### src/hw/rtl/lav_pkg.sv
// Shared constants and types for the look-at view matrix block.
`default_nettype none
package lav_pkg;
    localparam int FRAC_BITS = 16;
    localparam int IN_W      = 32;
    localparam int D_W       = IN_W + 1;
    localparam int AX_W      = FRAC_BITS + 2;
    localparam int V_W       = FRAC_BITS + 35;
    localparam int MAG_W     = 31;
    localparam int SQ_W      = 62;
    localparam int NUM_W     = FRAC_BITS + 32;
    localparam int DOT_W     = FRAC_BITS + 36;
    localparam int DCNT_W    = $clog2(FRAC_BITS + 1);
    localparam logic [V_W-1:0] PRE_LIM = V_W'(64'd1 << 30);

    typedef struct packed {
        logic [2:0][IN_W-1:0] eye;
        logic [2:0][D_W-1:0]  dif;
        logic [2:0][IN_W-1:0] up;
    } t_item;

    typedef struct packed {
        logic done;
        logic ok;
    } t_norm_res;
endpackage
`default_nettype wire

### src/hw/rtl/lav_fifo.sv
// Two-entry request queue between front and back.
`default_nettype none
module lav_fifo import lav_pkg::*; (
    input  wire logic i_clk,
    input  wire logic i_rst_n,
    input  wire logic i_valid,
    output logic      o_ready,
    input  t_item     i_item,
    output logic      o_valid,
    input  wire logic i_ready,
    output t_item     o_item
);
    t_item      r_mem [0:1];
    logic       r_wp;
    logic       r_rp;
    logic [1:0] r_cnt;
    logic       c_push;
    logic       c_pop;

    assign o_ready = (r_cnt != 2'd2);
    assign o_valid = (r_cnt != 2'd0);
    assign o_item  = r_mem[r_rp];
    assign c_push  = i_valid && o_ready;
    assign c_pop   = o_valid && i_ready;

    always_ff @(posedge i_clk) begin
        if (!i_rst_n) begin
            r_wp  <= 1'b0;
            r_rp  <= 1'b0;
            r_cnt <= 2'd0;
        end else begin
            if (c_push) r_wp <= !r_wp;
            if (c_pop)  r_rp <= !r_rp;
            r_cnt <= r_cnt + {1'b0, c_push} - {1'b0, c_pop};
        end
        if (c_push) begin
            r_mem[r_wp] <= i_item;
        end
    end
endmodule
`default_nettype wire

### config.mk
export PLATFORM = sky130hd
export DESIGN_NAME = lav_fifo
export DESIGN_NICKNAME = d
export VERILOG_FILES = /design/src/hw/rtl/lav_pkg.sv /design/src/hw/rtl/lav_fifo.sv
export SDC_FILE = /design/constraint.sdc
export NUM_CORES = 1
export LEC_CHECK = 0
export BUFFER_PORTS_ARGS = -buffer_cell sky130_fd_sc_hd__buf_2
export CORE_AREA = 4 4 229 231
export CTS_BUF_LIST = sky130_fd_sc_hd__clkbuf_4
export DETAILED_ROUTE_END_ITERATION = 6
export DIE_AREA = 0 0 233 235
export PLACE_DENSITY = 0.67
export SLEW_MARGIN = 25
export SYNTH_ARGS = -nofsm -noshare
export SYNTH_HDL_FRONTEND = slang
export SYNTH_SLANG_ARGS = --single-unit
### constraint.sdc
create_clock -name i_clk -period 10.3 [get_ports i_clk]
set_clock_uncertainty 0.05 [all_clocks]
set_input_delay 0.515 -clock i_clk [delete_from_list [all_inputs] [get_ports i_clk]]
set_output_delay 0.515 -clock i_clk [all_outputs]
set_load 0.1 [all_outputs]
==> metrics list <==
* Status: finished clean
* Setup repair after global routing missed its margin: no
- Measured in cells, the most critical reg-to-reg path has a length of 5.
* CTS Buf Count: 148
- Buffers inserted during post-CTS setup optimization: 0
- Hold is met by 279 ps.
- The final layout contains 2242 nets.
* Die footprint: 54800 sq um
* R2r endpoint: r_mem[0][126]$_DFFE_PP_
- Setup slack, reg-to-reg: 6620 ps
- Worst min-delay path category: input port to register
- The synthesized netlist occupies a cell area of 21200 sq um.
- For the pin with the worst max-slew slack, the measured transition is 1070 ps.
- Wire segments on met2 add up to 28200 um in the final route.
* Number of I/O port buffers: 587
- The clock reaches the later pin of the worst-skew pair after 900 ps.
- Fraction of power spent switching nets: 0.442
* Startpoint of the lowest-slack register-to-register path: r_cnt[0]$_SDFF_PN0_
- Post-CTS repair changed the size of 0 cells.
- DR pass1 iterations: 5
- Kind of critical path: register to output pin
* Minimum setup slack after placement: 6510 ps
- Final TNS setup: 0 ps
- The initial utilization of the core area, before any placement, comes to 0.424.
- Portion of total power attributed to sequential cells: 0.365
* Number of antenna violations at the first check in global routing: 7
- Average cell area after synthesis: 22.7 sq um
- STA classifies the critical path endpoint as an output pin.
- Detailed placer's ending HPWL: 33500 um
* Sw power: 3.59 mW
- The die is 235 um tall.
- For this run, the share of the core covered by cells in the final layout is 0.593.
- Proportion of power drawn by the clock network: 0.234
- M1 WL: 20300 um
- At the worst endpoint, the arrival time is 4100 ps.
- The share of the Yosys chip area taken by registers is 0.827.
- GRT Resource Usage Total: 0.196
- Counting distinct cell types in the post-synthesis netlist gives 24.
- Slack of the critical path: 5640 ps
- Launch instance of the worst min-delay path: i_item[45]
- For this run, the number of Yosys warnings is 0.
- Drt first-iter violations: 678
- The worst pin sits at a relative slew slack of 0.287.
- The multi-input combinational cells in the finished layout cover a total of 3430 sq um.
- Setup violations remaining at the end of the flow were counted as 0.
- DR DRC count: 0
- Die extent in x: 233 um
- Share of total power in combinational logic: 0.401
* Wire length of the first global-routing pass: 81300 um
- Mapped Cells: 935
- Count of H-tree levels built during CTS: 4
- The cell sitting at the root of the clock tree is a sky130_fd_sc_hd__clkbuf_4.
* Leakage dissipation: 11.3 nW
- Cell-internal power: 4.53 mW
- The routed design could run at a clock period as short as 4660 ps.
- Max Transition Viols Final: 0
- Along the worst path, the maximum fanout reaches 72.
* Overflow after GRT: 0
- In this run the remaining antenna-violating nets after routing total 0.
* Post-detailed-route via-to-cell ratio: 4.68
* Sort of element at the start of the critical path: register
* Number of top-level design ports: 588
* Total via count after detailed routing: 12800
- Gp weighted congestion: 0.856
* Number of placement rows: 82
* Max_cap viols: 0
- Max Fclk: 215 MHz
- The clock passes through at most 3 buffers.
* Met3 Routed Length: 4870 um
- Number of sinks handled by clock tree synthesis: 587
- After clock tree synthesis, the clock-pin slew on the worst setup and hold paths is 70 ps.
* Layout overhead on the synthesized area: 39.7%
- Sequential cell area: 17600 sq um
- Summed over all layers, the routed wires come to 54500 um.
- Counting the fill cells in the layout gives 3630.
* Number of global-route vias before repair: 14200
- VDD sags by at most 0.000222 V.
- Counting every net in the synthesized netlist gives 1231.
* Largest net degree at the start of global routing: 91
- Share of the clock period used by the worst path: 0.453
- Top Layer Used: met4
- The number of hold-slack violations in the final timing report was 0.
- After clock tree synthesis, the flow added hold-fix buffers numbering 295.
* Clock tree from TritonCTS: built
- Flip-flop and latch count after synthesis: 587
- For hold timing, the worst endpoint is r_mem[0][45]$_DFFE_PP_.
* Proportion of layout cells with a drive suffix above 1: 0.550
* Wire length per cell after detailed routing: 20.0 um
* P per Cell Area: 274 nW/um^2
* Core footprint: 50100 sq um
- At the worst endpoint, the required time is 9740 ps.
- Worst hold stages: 2
-- power groups by stage --
| stage | logic (mW) | clock network [mW] | registers, mW |
|---|---|---|---|
| 6_report | 3.25 | 1.90 | 2.97 |
| 5_1_grt | 3.34 | 2.12 | 2.98 |
| 4_1_cts | 3.26 | 1.96 | 2.96 |
| 3_5_place_dp | 3.16 | 0 | 3.01 |
| 3_3_place_gp | 3.15 | 0 | 3.00 |
| 2_1_floorplan | 2.73 | 0 | 3.06 |
-- worst max-delay path: stages, from the launching register on --
cell,delay (ps)
sky130_fd_sc_hd__dfxtp_4,560
sky130_fd_sc_hd__buf_4,820
sky130_fd_sc_hd__buf_4,810
sky130_fd_sc_hd__mux2_2,370
sky130_fd_sc_hd__buf_2,460
-- placed cells by master (no fill, tap or decap), types with 2 or more instances in the layout --
cell type                       count
sky130_fd_sc_hd__clkinv_2           4
sky130_fd_sc_hd__diode_2            7
sky130_fd_sc_hd__buf_4             11
sky130_fd_sc_hd__dlygate4sd3_1    295
sky130_fd_sc_hd__edfxtp_1         582
sky130_fd_sc_hd__mux2_2           291
sky130_fd_sc_hd__nor2_1             4
sky130_fd_sc_hd__bufinv_16          2
sky130_fd_sc_hd__buf_2            587
sky130_fd_sc_hd__clkbuf_4         218
sky130_fd_sc_hd__inv_2              4
sky130_fd_sc_hd__dfxtp_1            4
sky130_fd_sc_hd__clkinv_1          19
sky130_fd_sc_hd__o21ai_0            2
-- cells by family after synthesis --
logic type | count (synthesis) | synth area share
compound gates | 6 | 0.00206
xor+xnor | 1 | 0.000412
fa+ha+maj | 1 | 0.000589
buf+inv | 34 | 0.0113
flops | 587 | 0.827
mux | 291 | 0.154
simple gates | 15 | 0.00412
-- cells in the mapped netlist --
library cell,n,area share
sky130_fd_sc_hd__xor2_1,1,0.00041
sky130_fd_sc_hd__dfxtp_1,5,0.0047
sky130_fd_sc_hd__nor3_1,1,0.00024
sky130_fd_sc_hd__ha_1,1,0.00059
sky130_fd_sc_hd__buf_4,29,0.010
sky130_fd_sc_hd__o31a_1,1,0.00041
sky130_fd_sc_hd__inv_1,2,0.00035
sky130_fd_sc_hd__nand3b_1,1,0.00035
sky130_fd_sc_hd__nand2b_1,1,0.00029
sky130_fd_sc_hd__o21ba_2,1,0.00047
sky130_fd_sc_hd__nand3_1,1,0.00024
sky130_fd_sc_hd__nor4bb_1,1,0.00047
sky130_fd_sc_hd__nor2_1,4,0.00071
sky130_fd_sc_hd__a21bo_2,1,0.00047
sky130_fd_sc_hd__and2_1,1,0.00029
sky130_fd_sc_hd__and3_1,2,0.00059
sky130_fd_sc_hd__and2b_1,1,0.00035
sky130_fd_sc_hd__mux2_2,291,0.15
sky130_fd_sc_hd__buf_2,3,0.00071
sky130_fd_sc_hd__o21ai_0,2,0.00047
sky130_fd_sc_hd__or2_2,1,0.00029
sky130_fd_sc_hd__a21oi_1,1,0.00024
sky130_fd_sc_hd__edfxtp_1,582,0.82
sky130_fd_sc_hd__nor4_1,1,0.00029
-- routing by layer --
layer	up-vias	track usage
li1	5861	-
met1	6225	0.220
met2	592	0.331
met3	83	0.0789
met4	0	0.0804
met5	-	0
-- registers in the layout (all words and copies together), names as in the netlist, named ones only --
signal and flops:
r_cnt 2, r_mem 582, r_rp 1, r_wp 1
-- worst max path at each step --
stage / startpoint / end / slack [ps] / cells after the start
2_1_floorplan: r_cnt[0]$_SDFF_PN0_ / r_mem[1][0]$_DFFE_PP_ / 1520 / 2
5_1_grt: register / o_item[182] / 5360 / 4
4_1_cts: register / o_item[182] / 5460 / 4
3_3_place_gp: i_valid / r_mem[0][194]$_DFFE_PP_ / 6560 / 5
3_5_place_dp: i_valid / r_mem[0][129]$_DFFE_PP_ / 6510 / 5
6_report: register / o_item[182] / 5640 / 4
-- per-stage QoR --
step	total power [mW]	instance area (sq um)	instances
2_1_floorplan	5.78	21200	935
3_3_place_gp	6.16	24900	2173
3_5_place_dp	6.17	24900	2173
4_1_cts	8.18	29700	2717
5_1_grt	8.44	29700	2723
6_report	8.12	29700	2724
-- cell type report --
class                      instances  area share
antenna                            7    0.000590
clock buffer                     218      0.0551
clock inverter                    31     0.00615
inverter                           2    0.000506
multi-input combinational        314       0.116
sequential                       587       0.592
tap                              672      0.0283
timing repair buffer             893       0.201
Note: power is estimated with default switching activity, not from simulation.
