**src/hw/rtl/lav_pkg.sv**
```systemverilog
// Shared constants and types for the look-at view matrix block.
`default_nettype none
package lav_pkg;
    localparam int FRAC_BITS = 16;
    localparam int IN_W      = 32;
    localparam int D_W       = IN_W + 1;
    localparam int AX_W      = FRAC_BITS + 2;
    localparam int V_W       = FRAC_BITS + 35;
    localparam int MAG_W     = 31;
    localparam int SQ_W      = 62;
    localparam int NUM_W     = FRAC_BITS + 32;
    localparam int DOT_W     = FRAC_BITS + 36;
    localparam int DCNT_W    = $clog2(FRAC_BITS + 1);
    localparam logic [V_W-1:0] PRE_LIM = V_W'(64'd1 << 30);

    typedef struct packed {
        logic [2:0][IN_W-1:0] eye;
        logic [2:0][D_W-1:0]  dif;
        logic [2:0][IN_W-1:0] up;
    } t_item;

    typedef struct packed {
        logic done;
        logic ok;
    } t_norm_res;
endpackage
`default_nettype wire

```
**src/hw/rtl/lav_front.sv**
```systemverilog
// Front stage: takes a request and forms eye - target.
`default_nettype none
module lav_front import lav_pkg::*; (
    input  wire logic                 i_clk,
    input  wire logic                 i_rst_n,
    input  wire logic                 i_valid,
    output logic                      o_ready,
    input  wire logic [2:0][IN_W-1:0] i_eye,
    input  wire logic [2:0][IN_W-1:0] i_target,
    input  wire logic [2:0][IN_W-1:0] i_up,
    output logic                      o_valid,
    input  wire logic                 i_ready,
    output t_item                     o_item
);
    logic  r_vld;
    t_item r_item;
    t_item n_item;

    always_comb begin
        n_item.eye = i_eye;
        n_item.up  = i_up;
        for (int k = 0; k < 3; k++) begin
            n_item.dif[k] = D_W'($signed(i_eye[k])) - D_W'($signed(i_target[k]));
        end
    end

    assign o_ready = !r_vld || i_ready;
    assign o_valid = r_vld;
    assign o_item  = r_item;

    always_ff @(posedge i_clk) begin
        if (!i_rst_n) begin
            r_vld <= 1'b0;
        end else if (o_ready) begin
            r_vld <= i_valid;
        end
        if (i_valid && o_ready) begin
            r_item <= n_item;
        end
    end
endmodule
`default_nettype wire

```
**config.mk**
```make
export PLATFORM = sky130hd
export DESIGN_NAME = lav_front
export DESIGN_NICKNAME = d
export VERILOG_FILES = /design/src/hw/rtl/lav_pkg.sv /design/src/hw/rtl/lav_front.sv
export SDC_FILE = /design/constraint.sdc
export NUM_CORES = 1
export LEC_CHECK = 0
export BUFFER_PORTS_ARGS = -buffer_cell sky130_fd_sc_hd__buf_2
export CAP_MARGIN = 30
export CORE_ASPECT_RATIO = 0.6
export CORE_MARGIN = 5
export CORE_UTILIZATION = 25
export DETAILED_ROUTE_END_ITERATION = 10
export GPL_ROUTABILITY_DRIVEN = 0
export GPL_TIMING_DRIVEN = 1
export SYNTH_ARGS = -nofsm -noshare
export SYNTH_HDL_FRONTEND = slang
export SYNTH_SLANG_ARGS = --single-unit
```
**constraint.sdc**
```tcl
create_clock -name i_clk -period 12.21 [get_ports i_clk]
set_input_delay 2.442 -clock i_clk [delete_from_list [all_inputs] [get_ports i_clk]]
set_output_delay 2.442 -clock i_clk [all_outputs]
set_load 0.01 [all_outputs]
```
==> results.txt, run 1 <==
grt total ovfl - 0
max-capacitance violation count - 0
first-pass GRT wire length - 70,470 um
starting DRC count in detailed routing - 854
post-route DRC violation count - 0
Seq pwr share - 0.456
prevailing post-synth register cell - sky130_fd_sc_hd__edfxtp_1
cell depth of the worst hold path - 2
CTS tree - built
Pwr Density - 142.8 nW/um2
Max H-tree Level - 1
count of different cell masters after synthesis - 68
Worst slew margin - 0.3402
f_max - 0.1895 GHz
Simple-Gate Fraction of Synth Area - 0.07330
CP Data Arrival Time - 2840 ps
most heavily used metal layer in global routing - met2
number of buffers and inverters on the critical path - 2
total negative slack - 0 ps
internal reg-to-reg setup slack - 10,100 ps
number of slew-limit violations in the final report - 0
Top Ports - 585
class of the most critical hold timing path - register to register
Req. time, crit path - 9770 ps
number of nets in the synthesized netlist - 1,509
number of clock buffers inserted by TritonCTS - 30
number of fill cells in the layout - 5,678
most frequent standard cell in the layout excluding fill and tap cells - sky130_fd_sc_hd__buf_2
filler-free cell count of the finished design - 2,496
antenna diode count - 0
result of the run - finished, final reports clean
Total Power Consumption - 2.717 mW
length of the first detailed-routing pass in iterations - 5
post-synth design cell area - 14,170 um2
async set-or-reset flop fraction in the synthesized netlist - 0
Setup-failing EPs final - 0
vias post-DR - 11,400
routing usage on met3 - 0.03619
post-CTS setup buffer count - 0
IO buf count - 584
area enclosed by the die boundary - 61,690 um2
number of placed instances with taps included - 2,439
Global Route met1 Usage - 0.2051
number of warnings issued by yosys - 0
Pint - 1.962 mW
detailed placer's ending HPWL - 38,520 um
Critical Path Start Type - input pin
number of nets at the end of the flow - 2,105
post-synthesis sequential element count - 292
total number of placement rows - 67
top library cells by usage in the layout, fill and taps aside - sky130_fd_sc_hd__buf_2 (584), sky130_fd_sc_hd__edfxtp_1 (291), sky130_fd_sc_hd__inv_1 (124)
count of hold-fix buffers inserted at cts - 0
share of the synthesized area in compound gates (AO/OA/AOI/OAI) - 0.1277
routed wire length - 47,940 um
final worst path period need - 5278 ps
multi-input gate area in the final layout - 4857 um2
routed vias/inst - 4.566
pin count of the biggest net entering global routing - 152
Root Buffer Master - sky130_fd_sc_hd__clkbuf_16
CTS max path bufs - 3
clock share of power - 0.345
WL/cell - 19.21 um
Hold EP - o_valid$_SDFFE_PN0N_
part of the total power dissipated in combinational logic - 0.199
post-synthesis share of cell area spent on xor and xnor gates - 0.05193
post-synthesis average cell area - 12.67 um2
setup clock skew after layout - 22.98 ps
share of the cycle needed by the critical path after routing - 0.4323
later-pin clock latency in the skew report - 590 ps
Worst Reg-to-Reg Cells - 4
critical path fanouts, max - 3
sinks on the clock net - 292
library cell appearing most often on the critical path - sky130_fd_sc_hd__buf_2
combinational family with the most area after synthesis - compound AO/OA/AOI/OAI gates
net switching power of the design - 0.7551 mW
die outline width - 317.3 um
setup repair after global routing missed its margin - false
end of the worst register-to-register path - o_item[44]$_DFFE_PP_
hold path startpoint - o_valid$_SDFFE_PN0N_
floorplan die height - 194.4 um
core area - 56,000 um2
met2 Use GR - 0.2300
number of synthesized flops with an enable pin - 291
number of antenna violations at the first check in global routing - 3
cell chain of the critical path - buf_2, nand2b_1, buf_2
multiplexer fraction of the synthesized cell area - 0.0007065
fraction of the yosys area taken by sequential cells - 0.6182
share of the core filled with cells in the final layout - 0.3397
CTS resizes - 0
total leakage power - 8.439 nW
biggest cell delay along the critical path - 150 ps
slowest cell on the critical path - sky130_fd_sc_hd__nand2b_1
actual transition at the worst max-transition pin - 989.8 ps
kind of capture point of the worst setup path - primary output
GRT Util Overall - 0.1454
register area - 8758 um2
startpoint-to-endpoint class of the critical path - input pin to primary output
IR drop worst, VDD - 0.08931 mV
number of nets with antenna violations after detailed routing - 0
via count of the first global-routing pass - 11,380
delay-heaviest family, CP - buffers and inverters
Switching Share - 0.2779
Final Hold Viols - 0
post-synthesis adder-cell area fraction - 0.08901
instance count of the mapped netlist - 1,118
share of layout cells above drive strength 1 - 0.3696
Worst R2R Start - o_valid$_SDFFE_PN0N_
layout overhead on the synthesized area - 34.26%
initial core utilization - 0.2530
clock-pin slew reported for the worst setup and hold paths after clock tree synthesis - 60 ps
[power groups by stage]
| stage | clock (mW) | sequential, mW | combinational [mW] |
|---|---|---|---|
| after floorplan | 0 | 1.32 | 0.253 |
| after global placement | 0 | 1.26 | 0.528 |
| after detailed placement | 0 | 1.26 | 0.534 |
| after CTS | 0.974 | 1.24 | 0.537 |
| after global routing | 1.01 | 1.25 | 0.588 |
| final | 0.937 | 1.24 | 0.540 |
[cell usage after synthesis (12+ instances only)]
master	count	area [um2]
sky130_fd_sc_hd__edfxtp_1	291	8738
sky130_fd_sc_hd__inv_1	124	465.5
sky130_fd_sc_hd__ha_1	96	1201
sky130_fd_sc_hd__a21oi_1	95	475.5
sky130_fd_sc_hd__nand2_1	70	262.8
sky130_fd_sc_hd__xnor2_1	52	455.4
sky130_fd_sc_hd__nor2_1	41	153.9
sky130_fd_sc_hd__a21o_1	33	247.7
sky130_fd_sc_hd__xor2_1	32	280.3
sky130_fd_sc_hd__o21ai_1	31	155.2
sky130_fd_sc_hd__clkbuf_1	23	86.33
sky130_fd_sc_hd__o21ai_0	21	105.1
sky130_fd_sc_hd__nand3_1	18	90.09
sky130_fd_sc_hd__nor2b_1	18	112.6
sky130_fd_sc_hd__nand4_1	13	81.33
sky130_fd_sc_hd__a31oi_1	12	75.07
sky130_fd_sc_hd__o21a_1	12	90.09
sky130_fd_sc_hd__o21bai_1	12	90.09
[area by class of cell]
| class | count | share of cell area |
|---|---|---|
| multi-input cells | 678 | 0.2553 |
| clock buffers | 32 | 0.03986 |
| inverters | 124 | 0.02447 |
| flip-flops and latches | 292 | 0.4604 |
| well taps | 759 | 0.04992 |
| repair buffers | 588 | 0.1580 |
| clock inverters | 23 | 0.01204 |
[how the worst max path moves through the flow]
stage	start	end	slack, ps	depth (start not counted)
5_1_grt	i_ready	o_ready	6920	3
2_1_floorplan	i_ready	o_item[0]$_DFFE_PP_	2260	2
3_3_place_gp	i_ready	o_ready	6930	3
4_1_cts	i_ready	o_ready	6930	3
6_report	i_ready	o_ready	6930	3
3_5_place_dp	i_eye[32]	o_item[161]$_DFFE_PP_	6900	12
[through the flow]
step,hold WS (ps),instance area [um2],setup slack (ps)
after global routing,575.3,19020,6920
after floorplan,609.6,14170,2256
after CTS,553.9,18970,6932
final,546.6,19020,6932
after detailed placement,542.9,17980,6897
after global placement,525.4,17980,6932
[layer usage]
layer / vias up / part of all wire
met5: - / 0.00015
met2: 453 / 0.45
met3: 45 / 0.080
li1: 5327 / -
met4: 2 / 0.018
met1: 5569 / 0.45
[cell families after synthesis]
| logic type | after synthesis |
|---|---|
| adder cells (fa/ha/maj) | 99 |
| flip-flops | 292 |
| multiplexers | 1 |
| AO/OA/AOI/OAI | 282 |
| XOR/XNOR | 84 |
| AND/OR/NAND/NOR | 212 |
| buffers and inverters | 148 |
[tightest hold or removal path, cell delays in order (launching register included)]
cell and delay, ps:
sky130_fd_sc_hd__dfxtp_1 310, sky130_fd_sc_hd__nand2b_1 100, sky130_fd_sc_hd__a21boi_0 90
[state kept, by name, indices dropped and copies added (netlist names)]
| signal | flops |
|---|---|
| o_item | 291 |
| o_valid | 1 |
(Power assumes the default switching activity.)
==> inputs of run 2 (changes only) <==
Clock period 12.21 ns to 4.7 ns, I/O delays scaled along.
==> run 2 against run 1 <==
Effect of this change: worst setup slack lost 5400 ps; via count shrank 0.86%; power grew to 2.7 times the previous value; highest routed layer unchanged; global-route usage shrank 0.071 points; sequential cell count is the same; sequential share of layout area shrank 0.34 points; critical path depth grew 9; register-to-register slack lost 7400 ps; non-clock buffer count grew 10; count of clock-buffer cells in the layout shrank 1.
==> results.txt, run 2 (same netlist as run 1, synthesis figures left out) <==
Req. time, crit path - 5040 ps
kind of capture point of the worst setup path - register
number of clock buffers inserted by TritonCTS - 30
length of the first detailed-routing pass in iterations - 5
layout overhead on the synthesized area - 35.26%
Post-Layout Inst Area - 19,160 um2
slowest cell on the critical path - sky130_fd_sc_hd__a31oi_1
Setup-failing EPs final - 0
floorplan die height - 194.4 um
f_max - 0.3156 GHz
biggest cell delay along the critical path - 510 ps
setup repair after global routing missed its margin - false
result of the run - finished, final reports clean
via count of the first global-routing pass - 11,400
Worst Reg-to-Reg Cells - 4
total number of placement rows - 67
pin count of the biggest net entering global routing - 52
sinks on the clock net - 292
Worst Hold Margin - 514.3 ps
Pwr Density - 378.0 nW/um2
Worst slew margin - 0.4375
critical path fanouts, max - 4
Final Hold Viols - 0
number of antenna violations at the first check in global routing - 4
later-pin clock latency in the skew report - 600 ps
IR drop worst, VDD - 0.2495 mV
CTS max path bufs - 3
GRT Util Overall - 0.1447
class of the most critical hold timing path - input pin to register
post-route DRC violation count - 0
setup clock skew after layout - 9.597 ps
count of hold-fix buffers inserted at cts - 0
total leakage power - 8.532 nW
number of nets at the end of the flow - 2,115
share of layout cells above drive strength 1 - 0.3781
final worst path period need - 3169 ps
share of the cycle needed by the critical path after routing - 0.6743
Critical Path Start Type - input pin
Root Buffer Master - sky130_fd_sc_hd__clkbuf_16
total negative slack - 0 ps
cell chain of the critical path - buf_2, inv_1, ha_1, fa_1, nor2b_1, o21ai_1, a21oi_1, o21bai_1, a31oi_1, a41oi_1, o2111ai_1, o21ai_1
CP Data Arrival Time - 3510 ps
routed wire length - 47,380 um
area enclosed by the die boundary - 61,690 um2
pre-CTS worst setup slack - 964.2 ps
grt total ovfl - 0
actual transition at the worst max-transition pin - 832.9 ps
max reg flops - 291
vias post-DR - 11,300
core area - 56,000 um2
number of nets with antenna violations after detailed routing - 0
clock-pin slew reported for the worst setup and hold paths after clock tree synthesis - 70 ps
CTS tree - built
first-pass GRT wire length - 69,930 um
post-CTS setup buffer count - 0
die outline width - 317.3 um
top library cells by usage in the layout, fill and taps aside - sky130_fd_sc_hd__buf_2 (584), sky130_fd_sc_hd__edfxtp_1 (291), sky130_fd_sc_hd__inv_1 (124)
starting DRC count in detailed routing - 797
detailed placer's ending HPWL - 38,480 um
number of placed instances with taps included - 2,451
cell area after placement - 18,100 um2
startpoint-to-endpoint class of the critical path - input pin to register
filler-free cell count of the finished design - 2,509
cell depth of the worst hold path - 1
number of slew-limit violations in the final report - 0
CTS resizes - 0
initial core utilization - 0.2530
IO buf count - 584
Max H-tree Level - 1
max-capacitance violation count - 0
routed vias/inst - 4.503
WL/cell - 18.88 um
most frequent standard cell in the layout excluding fill and tap cells - sky130_fd_sc_hd__buf_2
slack of the critical path - 1531 ps
library cell appearing most often on the critical path - sky130_fd_sc_hd__o21ai_1
Top Ports - 585
==> run 2: cell types whose count changed in the layout (fill, tap and decap cells not counted), sizes merged <==
| cell | previous run | this run |
|---|---|---|
| buf | 588 | 598 |
| bufinv | 4 | 6 |
| clkbuf | 32 | 31 |
| clkinv | 15 | 13 |
| clkinvlp | 4 | 3 |
| diode | 0 | 2 |
| inv | 124 | 127 |
==> run 2: worst paths after layout <==
kind	startpoint	to	slack (ps)
worst max-delay path	i_eye[32]	o_item[161]$_DFFE_PP_	1530
worst min-delay path	i_up[24]	o_item[24]$_DFFE_PP_	510
worst max register to register	o_valid$_SDFFE_PN0N_	o_item[250]$_DFFE_PP_	2750
worst min register to register	o_valid$_SDFFE_PN0N_	o_valid$_SDFFE_PN0N_	570
==> run 2: routing by layer <==
layer | vias to the layer above | routed length (um) | share of wire | GRT usage
met5 | - | 13 | 0.00027 | 0
met4 | 2 | 905 | 0.019 | 0.02853
met3 | 64 | 3909 | 0.083 | 0.03790
met2 | 438 | 21870 | 0.46 | 0.2316
met1 | 5451 | 20680 | 0.44 | 0.1995
li1 | 5343 | - | - | -
==> run 2: area by class of cell <==
cell class	count	area [um2]
fillers	5708	36830
clock inverters	25	309.0
well taps	759	949.7
flip-flops and latches	292	8758
repair buffers	598	3065
multi-input cells	678	4857
diodes	2	5.005
clock buffers	31	754.5
inverters	124	465.4
==> run 2: where the power goes <==
part,switching (mW),internal [mW]
clock,1.12,1.51
sequential,0.0591,3.15
combinational,0.842,0.559
==> run 2: critical path: cells and delay by family <==
family | cells | cell delay [ps]
AOI/OAI and AO/OA | 7 | 1670
adders and majority gates | 2 | 630
buffers and inverters | 2 | 130
and+or+nand+nor | 1 | 130
==> run 2: stage by stage <==
step                        util  power (mW)
after floorplan                -       4.052
after global placement    0.3228       4.652
after detailed placement  0.3232       4.670
after CTS                 0.3421       7.344
after global routing      0.3422       7.596
final                     0.3422       7.244
